### config.mk
export PLATFORM = sky130hd
export DESIGN_NAME = fragment_run_allocator_top
export DESIGN_NICKNAME = d
export VERILOG_FILES = /design/src/rtl/core/fra_pkg.sv /design/src/rtl/core/fra_scan.sv /design/src/rtl/core/fragment_run_allocator_top.sv
export SDC_FILE = /design/constraint.sdc
export NUM_CORES = 1
export LEC_CHECK = 0
export ABC_AREA = 1
export BUFFER_PORTS_ARGS = -buffer_cell sky130_fd_sc_hd__buf_2
export CAP_MARGIN = 0
export CORE_ASPECT_RATIO = 1.1
export CORE_MARGIN = 2
export CORE_UTILIZATION = 50
export DETAILED_ROUTE_END_ITERATION = 7
export HOLD_SLACK_MARGIN = 0.06
export PLACE_DENSITY = 0.7
export RECOVER_POWER = 100
export SLEW_MARGIN = 40
export SYNTH_ARGS = -nofsm -noshare
export SYNTH_HDL_FRONTEND = slang
export SYNTH_SLANG_ARGS = --single-unit
### constraint.sdc
create_clock -name clk -period 2.55 [get_ports clk]
set_clock_uncertainty 0.15 [all_clocks]
set_input_delay 0.1275 -clock clk [delete_from_list [all_inputs] [get_ports clk]]
set_output_delay 0.1275 -clock clk [all_outputs]
set_load 0.05 [all_outputs]
### src/rtl/core/fra_pkg.sv
// Shared constants and control types for the fragment run allocator.
package fra_pkg;

  localparam int NUM_FRAGS_DEF = 31;
  localparam int REQ_W         = 5;
  localparam int OUT_W         = 5;

  typedef struct packed {
    logic clear;
    logic step;
    logic slot_free;
  } scan_ctrl_t;

  typedef struct packed {
    logic last;
  } scan_stat_t;

endpackage

### src/rtl/core/fra_scan.sv
// Run tracker: walks the map one slot per cycle while step is set and keeps the longest free run.
module fra_scan #(
  parameter int NUM_FRAGS = fra_pkg::NUM_FRAGS_DEF,
  parameter int PW        = $clog2(NUM_FRAGS + 1)
) (
  input  logic                clk,
  input  fra_pkg::scan_ctrl_t ctrl,
  output fra_pkg::scan_stat_t stat,
  output logic [PW-1:0]       pos,
  output logic [PW-1:0]       best_start,
  output logic [PW-1:0]       best_len
);
  import fra_pkg::*;

  logic [PW-1:0] pos_r, pos_nxt;
  logic [PW-1:0] cur_start_r, cur_start_nxt;
  logic [PW-1:0] cur_len_r, cur_len_nxt;
  logic [PW-1:0] best_start_r, best_start_nxt;
  logic [PW-1:0] best_len_r, best_len_nxt;
  logic [PW-1:0] len_inc;
  logic [PW-1:0] run_start;

  // single incrementer and compare shared by every slot of the walk
  assign len_inc   = cur_len_r + PW'(1);
  assign run_start = (cur_len_r == '0) ? pos_r : cur_start_r;

  always_comb begin
    pos_nxt        = pos_r;
    cur_start_nxt  = cur_start_r;
    cur_len_nxt    = cur_len_r;
    best_start_nxt = best_start_r;
    best_len_nxt   = best_len_r;
    if (ctrl.clear) begin
      pos_nxt        = '0;
      cur_start_nxt  = '0;
      cur_len_nxt    = '0;
      best_start_nxt = PW'(NUM_FRAGS);
      best_len_nxt   = '0;
    end else if (ctrl.step) begin
      pos_nxt = pos_r + PW'(1);
      if (ctrl.slot_free) begin
        cur_start_nxt = run_start;
        cur_len_nxt   = len_inc;
        // strict greater: ties keep the lower run
        if (len_inc > best_len_r) begin
          best_len_nxt   = len_inc;
          best_start_nxt = run_start;
        end
      end else begin
        cur_len_nxt = '0;
      end
    end
  end

  always_ff @(posedge clk) begin
    pos_r        <= pos_nxt;
    cur_start_r  <= cur_start_nxt;
    cur_len_r    <= cur_len_nxt;
    best_start_r <= best_start_nxt;
    best_len_r   <= best_len_nxt;
  end

  assign pos        = pos_r;
  assign best_start = best_start_r;
  assign best_len   = best_len_r;
  assign stat.last  = (pos_r == PW'(NUM_FRAGS - 1));

endmodule

### src/rtl/core/fragment_run_allocator_top.sv
// Top level of the fragment run allocator: slot map, sequencer and result register.
// Keeps a used bit for each of NUM_FRAGS slots, all free after reset. Each
// request (request_count) is answered by one result: the longest free run
// (lowest start on ties), its length before marking, and a grant flag. A
// granted request marks the first request_count slots of that run used; a
// count of zero only queries; a count larger than the run is refused and
// leaves the map alone. With no free slot run_start reads NUM_FRAGS and
// run_length 0. start and length are 5 bits and wrap when NUM_FRAGS > 31.
// Sequence: a transfer clears the run tracker, which then looks at one slot
// per cycle over the whole map before the commit writes the result
// register. in_ready is high only while the sequencer is idle; the result
// register lets the next request be taken while a result waits on
// out_ready, but the commit of a request waits until that register is free.
module fragment_run_allocator_top #(
  parameter int NUM_FRAGS = fra_pkg::NUM_FRAGS_DEF
) (
  input  logic                      clk,
  input  logic                      rst_n,
  input  logic                      in_valid,
  output logic                      in_ready,
  input  logic [fra_pkg::REQ_W-1:0] in_request_count,
  output logic                      out_valid,
  input  logic                      out_ready,
  output logic                      out_granted,
  output logic [fra_pkg::OUT_W-1:0] out_run_start,
  output logic [fra_pkg::OUT_W-1:0] out_run_length
);
  import fra_pkg::*;

  localparam int PW = $clog2(NUM_FRAGS + 1);
  localparam int IW = (NUM_FRAGS > 1) ? $clog2(NUM_FRAGS) : 1;
  localparam int LW = (PW > REQ_W) ? PW : REQ_W;

  typedef enum logic [1:0] {
    ST_IDLE,
    ST_SCAN,
    ST_COMMIT
  } state_t;

  state_t               state_r, state_nxt;
  logic [NUM_FRAGS-1:0] map_r, map_nxt;
  logic [REQ_W-1:0]     want_r, want_nxt;
  logic                 out_valid_r, out_valid_nxt;
  logic                 granted_r, granted_nxt;
  logic [OUT_W-1:0]     start_r, start_nxt;
  logic [OUT_W-1:0]     len_r, len_nxt;

  scan_ctrl_t           sc_ctrl;
  scan_stat_t           sc_stat;
  logic [PW-1:0]        sc_pos;
  logic [PW-1:0]        best_start;
  logic [PW-1:0]        best_len;

  logic                 in_fire;
  logic                 commit;
  logic                 grant;
  logic [LW:0]          run_end;
  logic [NUM_FRAGS-1:0] mark_mask;

  assign in_fire = in_valid && in_ready;
  // result register must be empty (or emptying) before the commit
  assign commit  = (state_r == ST_COMMIT) && (!out_valid_r || out_ready);
  assign grant   = LW'(want_r) <= LW'(best_len);
  assign run_end = (LW + 1)'(best_start) + (LW + 1)'(want_r);

  always_comb begin
    for (int i = 0; i < NUM_FRAGS; i++) begin
      mark_mask[i] = ((LW + 1)'(i) >= (LW + 1)'(best_start)) &&
                     ((LW + 1)'(i) < run_end);
    end
  end

  fra_scan #(
    .NUM_FRAGS (NUM_FRAGS),
    .PW        (PW)
  ) u_scan (
    .clk        (clk),
    .ctrl       (sc_ctrl),
    .stat       (sc_stat),
    .pos        (sc_pos),
    .best_start (best_start),
    .best_len   (best_len)
  );

  always_comb begin
    sc_ctrl.clear     = in_fire;
    sc_ctrl.step      = (state_r == ST_SCAN);
    sc_ctrl.slot_free = !map_r[sc_pos[IW-1:0]];
  end

  always_comb begin
    state_nxt     = state_r;
    map_nxt       = map_r;
    want_nxt      = want_r;
    out_valid_nxt = out_valid_r;
    granted_nxt   = granted_r;
    start_nxt     = start_r;
    len_nxt       = len_r;
    if (out_valid_r && out_ready) begin
      out_valid_nxt = 1'b0;
    end
    case (state_r)
      ST_IDLE: begin
        if (in_fire) begin
          want_nxt  = in_request_count;
          state_nxt = ST_SCAN;
        end
      end
      ST_SCAN: begin
        if (sc_stat.last) begin
          state_nxt = ST_COMMIT;
        end
      end
      ST_COMMIT: begin
        if (commit) begin
          out_valid_nxt = 1'b1;
          granted_nxt   = grant;
          start_nxt     = OUT_W'(best_start);
          len_nxt       = OUT_W'(best_len);
          if (grant) begin
            map_nxt = map_r | mark_mask;
          end
          state_nxt = ST_IDLE;
        end
      end
      default: begin
        state_nxt = ST_IDLE;
      end
    endcase
  end

  always_ff @(posedge clk) begin
    if (!rst_n) begin
      state_r     <= ST_IDLE;
      map_r       <= '0;
      out_valid_r <= 1'b0;
    end else begin
      state_r     <= state_nxt;
      map_r       <= map_nxt;
      out_valid_r <= out_valid_nxt;
    end
    want_r    <= want_nxt;
    granted_r <= granted_nxt;
    start_r   <= start_nxt;
    len_r     <= len_nxt;
  end

  assign in_ready       = (state_r == ST_IDLE);
  assign out_valid      = out_valid_r;
  assign out_granted    = granted_r;
  assign out_run_start  = start_r;
  assign out_run_length = len_r;

`ifndef SYNTHESIS
  // a request never overlaps the next one
  a_busy_after_accept: assert property (@(posedge clk) disable iff (!rst_n)
    in_fire |=> !in_ready)
    else $error("request taken while scan in progress");

  // a grant only claims slots that were free
  a_mark_free_only: assert property (@(posedge clk) disable iff (!rst_n)
    (commit && grant) |-> ((map_r & mark_mask) == '0))
    else $error("grant marks a used slot");

  // full map leaves no run
  a_full_map: assert property (@(posedge clk) disable iff (!rst_n)
    ((state_r == ST_COMMIT) && (&map_r)) |->
      ((best_len == '0) && (best_start == PW'(NUM_FRAGS))))
    else $error("run found in full map");

  // tracker never reports a run longer than the map
  a_len_bound: assert property (@(posedge clk) disable iff (!rst_n)
    (state_r == ST_COMMIT) |-> (LW'(best_len) <= LW'(NUM_FRAGS)))
    else $error("run length beyond map size");
`endif

endmodule

==> summary.md <==
Yosys mapped a number of flops with a built-in enable equal to 16. Across the whole layout, storage elements account for 1668 sq um. For the worst setup path, the data required time is 2710 ps.

The setup check on the worst reg-to-reg path leaves a slack of -30 ps. The average instance in the mapped netlist occupies 7.385 sq um. The run gives 51.80% as the starting density of the core. Critical path endpoint category: a flop.

Synthesis handed over a netlist of 561 instances. In this run the critical register-to-register path is captured at u_scan.best_start[0]$_SDFFE_PP1P_. Once layout is complete, the cells apart from fillers number 726.

Most used flip-flop cell after synthesis: sky130_fd_sc_hd__dfxtp_1. Path type of the worst setup path: flop to flop. The routed wire length per instance is 15.49 microns.

The tool flagged a number of max-cap violations equal to 0. The number of primary I/O pins is 22. Including well taps, the total number of placed cells is 696. The endpoint arrival time on the critical path was 2740 ps; the number of setup violations in the final report was 3. For the worst max-slew margin expressed relative to the limit, the log shows 46.34%. The final worst-path cycle share is 101.2%, and the post-synthesis sequential element count is 75.

Area growth from synthesis to final layout: 18.54%. CTS saw 75 sinks. The clock power share was 23.3%.

TritonCTS built the clock tree. In this run the vertical extent of the chip is 99.47 microns. Category of the worst setup path launch point: a flop. The level count of the clock H-tree is 3, and the number of design-rule violations left by the first detailed-router iteration is 288. The number of clock buffers added by TritonCTS is 9. The instance count along the most critical hold path works out to 2. In this run the worst path has a maximum fanout of 5. For the maximum number of pins on one net before global-route repair, the log shows 33. The count of buffers from port buffering was 21; the total nets after synthesis was 590.

The overall global routing resource usage was 25.62%. The repair_antennas step left the layout with diodes totalling 0. Summed over all layers, the routed wires come to 11250 microns. The congestion estimate from routability-driven global placement came to 0.9448.

In this run the cell area of the synthesized design comes to 4143 sq um. The area share of the leading cell type in the synthesized netlist works out to 28.51%. Detailed routing inserted a total of 3894 vias.

The logs give 40.11% for the portion of the post-synthesis area used by sequential elements and 0 for the final count of pins violating max slew. The tools report the peak supply drop as 939.0 uV. For the smallest setup slack after layout, the log shows -31.44 ps. In the post-synthesis netlist, the biggest area contributors are sky130_fd_sc_hd__dfxtp_1 29%, sky130_fd_sc_hd__nand2_1 12%, sky130_fd_sc_hd__edfxtp_1 12%.

Once detail routing completed, the nets flagged for antenna violations numbered 0. Combinational logic is responsible for 48.1% of the overall power. The launch instance of the worst register-to-register path was u_scan.cur_len_r[0]$_SDFFE_PP0P_. The cell type with the largest total area after synthesis is sky130_fd_sc_hd__dfxtp_1.

The x dimension of the die was 90.79 microns. The tools report the launch instance of the worst min-delay path as map_r[26]$_SDFFE_PN0P_. Setup repair after global routing could not meet its margin everywhere. The area enclosed by the die boundary was 9030 sq um; the fraction of final layout cells with drive strength greater than 1 was 15.70%. The checks that failed: setup timing. The run gives 38 as the number of distinct library cells after synthesis.

For the pin with the worst max-slew slack, the measured transition is 804.9 ps. The minimum clock period was 2581 ps; the first-pass iteration count of the detailed router was 5. Of the total power, registers draw 28.7%. Number of global-route vias before repair: 3796. Cell internal power was estimated by the tool at 2.780 mW.

The flow ran to the end, but the final reports show violations. For this design the ratio of total power to cell area is 1006 nW/um^2. The share of flip-flops with an asynchronous set or reset came out at 0%.

The half-perimeter wire length after placement was 7909 microns. In the final timing run, aggregate negative setup slack is -55.33 ps. Clock-pin slew was measured on the worst setup and hold paths at 90 ps.

The highest achievable clock rate was 387.4 MHz. The run gives 34 as the number of placement rows. The number of hold violations in the final report was 0; the total DRC errors in the routed layout was 0.

For the leakage power, the log shows 2.077 nW. Counting cells, the worst reg-to-reg path comes to 14. The path class of the tightest hold or removal check is flop to flop. Counting along the longest clock path gives a buffer depth of 2. The switching power was 2.160 mW. For the worst-skew pair, the clock arrives at the later sink with an insertion delay of 370 ps. The region available for standard cell placement spans 7998 sq um. At the end of the flow, the number of nets in the layout was 642.

The total overflow left after global routing is 0. The path with the worst hold slack has its endpoint at map_r[26]$_SDFFE_PN0P_. Hold is met by 308.6 ps.

CTS placed an instance of sky130_fd_sc_hd__clkbuf_8 at the clock tree root. The tools report the warning count from the yosys run as 0. The filler cells instantiated in the layout total 740. The wire length of the first global-routing pass was 18200 microns; the via density per instance was 5.364.

The number of antenna violations at the first check in global routing is 0, and the switching share of power is 43.73%. In the final layout, the multi-input gates occupy 2191 sq um.
cell type report:
class	instances	area share, %
sequential	75	33.96
clock buffer	9	2.522
inverter	87	6.828
multi-input combinational	387	44.61
tap	108	2.752
timing repair buffer	53	6.803
clock inverter	7	2.522
metrics by stage:
stage | util, % | setup WS [ps] | power [mW] | cell area, sq um
after floorplan | - | 132.2 | 2.894 | 4148
final | 61.40 | -31.44 | 4.940 | 4911
after CTS | 59.75 | 24.31 | 4.668 | 4778
after global placement | 55.51 | 68.46 | 3.464 | 4439
after global routing | 61.40 | -80.60 | 5.225 | 4911
after detailed placement | 55.51 | -33.42 | 3.511 | 4439
cell usage in the layout, fill, tap and decap left out, types with 4 or more instances in the layout:
master and count:
sky130_fd_sc_hd__clkbuf_8 9, sky130_fd_sc_hd__dlygate4sd3_1 8, sky130_fd_sc_hd__nor2_2 7, sky130_fd_sc_hd__buf_4 18, sky130_fd_sc_hd__nor2_1 39, sky130_fd_sc_hd__inv_1 80
sky130_fd_sc_hd__nand4_1 14, sky130_fd_sc_hd__nor3_1 4, sky130_fd_sc_hd__nand2_1 125, sky130_fd_sc_hd__a21oi_1 58, sky130_fd_sc_hd__edfxtp_1 16, sky130_fd_sc_hd__o21ai_0 20
sky130_fd_sc_hd__buf_2 8, sky130_fd_sc_hd__ha_1 17, sky130_fd_sc_hd__nand3_1 49, sky130_fd_sc_hd__nand3_2 4, sky130_fd_sc_hd__inv_2 4, sky130_fd_sc_hd__dfxtp_1 56
sky130_fd_sc_hd__o211ai_1 4, sky130_fd_sc_hd__nand2_2 11, sky130_fd_sc_hd__clkbuf_1 18, sky130_fd_sc_hd__nand2_4 5
critical path, cell delays in order (launching register included):
cell and delay (ps):
sky130_fd_sc_hd__dfxtp_2 340, sky130_fd_sc_hd__buf_4 150, sky130_fd_sc_hd__nand3_1 100, sky130_fd_sc_hd__xor2_1 210, sky130_fd_sc_hd__inv_1 110, sky130_fd_sc_hd__ha_1 300, sky130_fd_sc_hd__nand2_2 60, sky130_fd_sc_hd__inv_2 50
sky130_fd_sc_hd__nand3_2 60, sky130_fd_sc_hd__or2_1 260, sky130_fd_sc_hd__a31oi_4 230, sky130_fd_sc_hd__nand3_4 150, sky130_fd_sc_hd__nor2_8 180, sky130_fd_sc_hd__nand2_1 90, sky130_fd_sc_hd__nand3_2 80
metal layers:
metal | share of wire [%] | wire (microns) | global-route usage [%]
met1 | 41 | 4573 | 29.84
met2 | 50 | 5629 | 44.95
met3 | 6.4 | 718 | 5.985
met4 | 2.9 | 327 | 11.77
met5 | 0 | 0 | 0
worst max-delay path by stage:
stage                                                start                                end  slack [ps]
final                     u_scan.cur_len_r[0]$_SDFFE_PP0P_  u_scan.best_start[0]$_SDFFE_PP1P_         -30
after global routing      u_scan.cur_len_r[0]$_SDFFE_PP0P_    u_scan.best_len[4]$_SDFFE_PP0P_         -80
after CTS                 u_scan.cur_len_r[1]$_SDFFE_PP0P_  u_scan.best_start[2]$_SDFFE_PP1P_          20
after detailed placement  u_scan.cur_len_r[1]$_SDFFE_PP0P_    u_scan.best_len[1]$_SDFFE_PP0P_         -30
after global placement    u_scan.cur_len_r[1]$_SDFFE_PP0P_    u_scan.best_len[3]$_SDFFE_PP0P_          70
after floorplan           u_scan.cur_len_r[0]$_SDFFE_PP0P_    u_scan.best_len[0]$_SDFFE_PP0P_         130
synth_stat cells, types with 2 or more instances:
cell type	count
sky130_fd_sc_hd__edfxtp_1	16
sky130_fd_sc_hd__xnor2_1	2
sky130_fd_sc_hd__inv_1	84
sky130_fd_sc_hd__ha_1	19
sky130_fd_sc_hd__o21ai_0	20
sky130_fd_sc_hd__nand3b_1	2
sky130_fd_sc_hd__nand2_2	5
sky130_fd_sc_hd__buf_2	2
sky130_fd_sc_hd__clkbuf_1	8
sky130_fd_sc_hd__nand2_1	131
sky130_fd_sc_hd__nor3_1	5
sky130_fd_sc_hd__o21ai_1	2
sky130_fd_sc_hd__nor2_1	46
sky130_fd_sc_hd__xor2_1	4
sky130_fd_sc_hd__a31oi_1	3
sky130_fd_sc_hd__buf_12	2
sky130_fd_sc_hd__a21oi_1	58
sky130_fd_sc_hd__o211ai_1	4
sky130_fd_sc_hd__nand2_4	5
sky130_fd_sc_hd__dfxtp_1	59
sky130_fd_sc_hd__nand4_1	14
sky130_fd_sc_hd__nand3_1	53
sky130_fd_sc_hd__nor2_8	2
flip-flops by register name, indices dropped and copies added (netlist names):
name / cells
state_r: 2
out_run_length: 5
u_scan.pos: 5
out_valid: 1
u_scan.best_len: 5
map_r: 31
u_scan.cur_start_r: 5
want_r: 5
u_scan.cur_len_r: 5
out_granted: 1
out_run_start: 5
u_scan.best_start: 5
power groups by stage:
stage / clock [mW] / combinational [mW] / sequential [mW]
6_report: 1.15 / 2.37 / 1.42
2_1_floorplan: 0 / 1.44 / 1.46
4_1_cts: 1.16 / 2.09 / 1.41
3_3_place_gp: 0 / 2.03 / 1.43
3_5_place_dp: 0 / 2.07 / 1.44
5_1_grt: 1.20 / 2.60 / 1.43
what timing repair did:
action / 4_1_cts / 5_1_grt
pin swaps: 0 / 19
hold buffers: 8 / 0
buffers inserted: 1 / 4
setup endpoints to repair: 10 / 33
endpoints found under the hold margin: 14 / 0
cloned: 0 / 1
resized for setup: 2 / 34
kinds of logic (layout without fill, tap and decap cells):
group,Yosys count,count (layout),share of synthesized area [%]
compound gates,91,91,12.14
flops,75,75,40.11
simple gates,269,270,29.96
fa+ha+maj,20,20,6.222
xor+xnor,6,6,1.268
buf+inv,100,156,10.30
No activity file was read; power rests on OpenSTA's default activity.
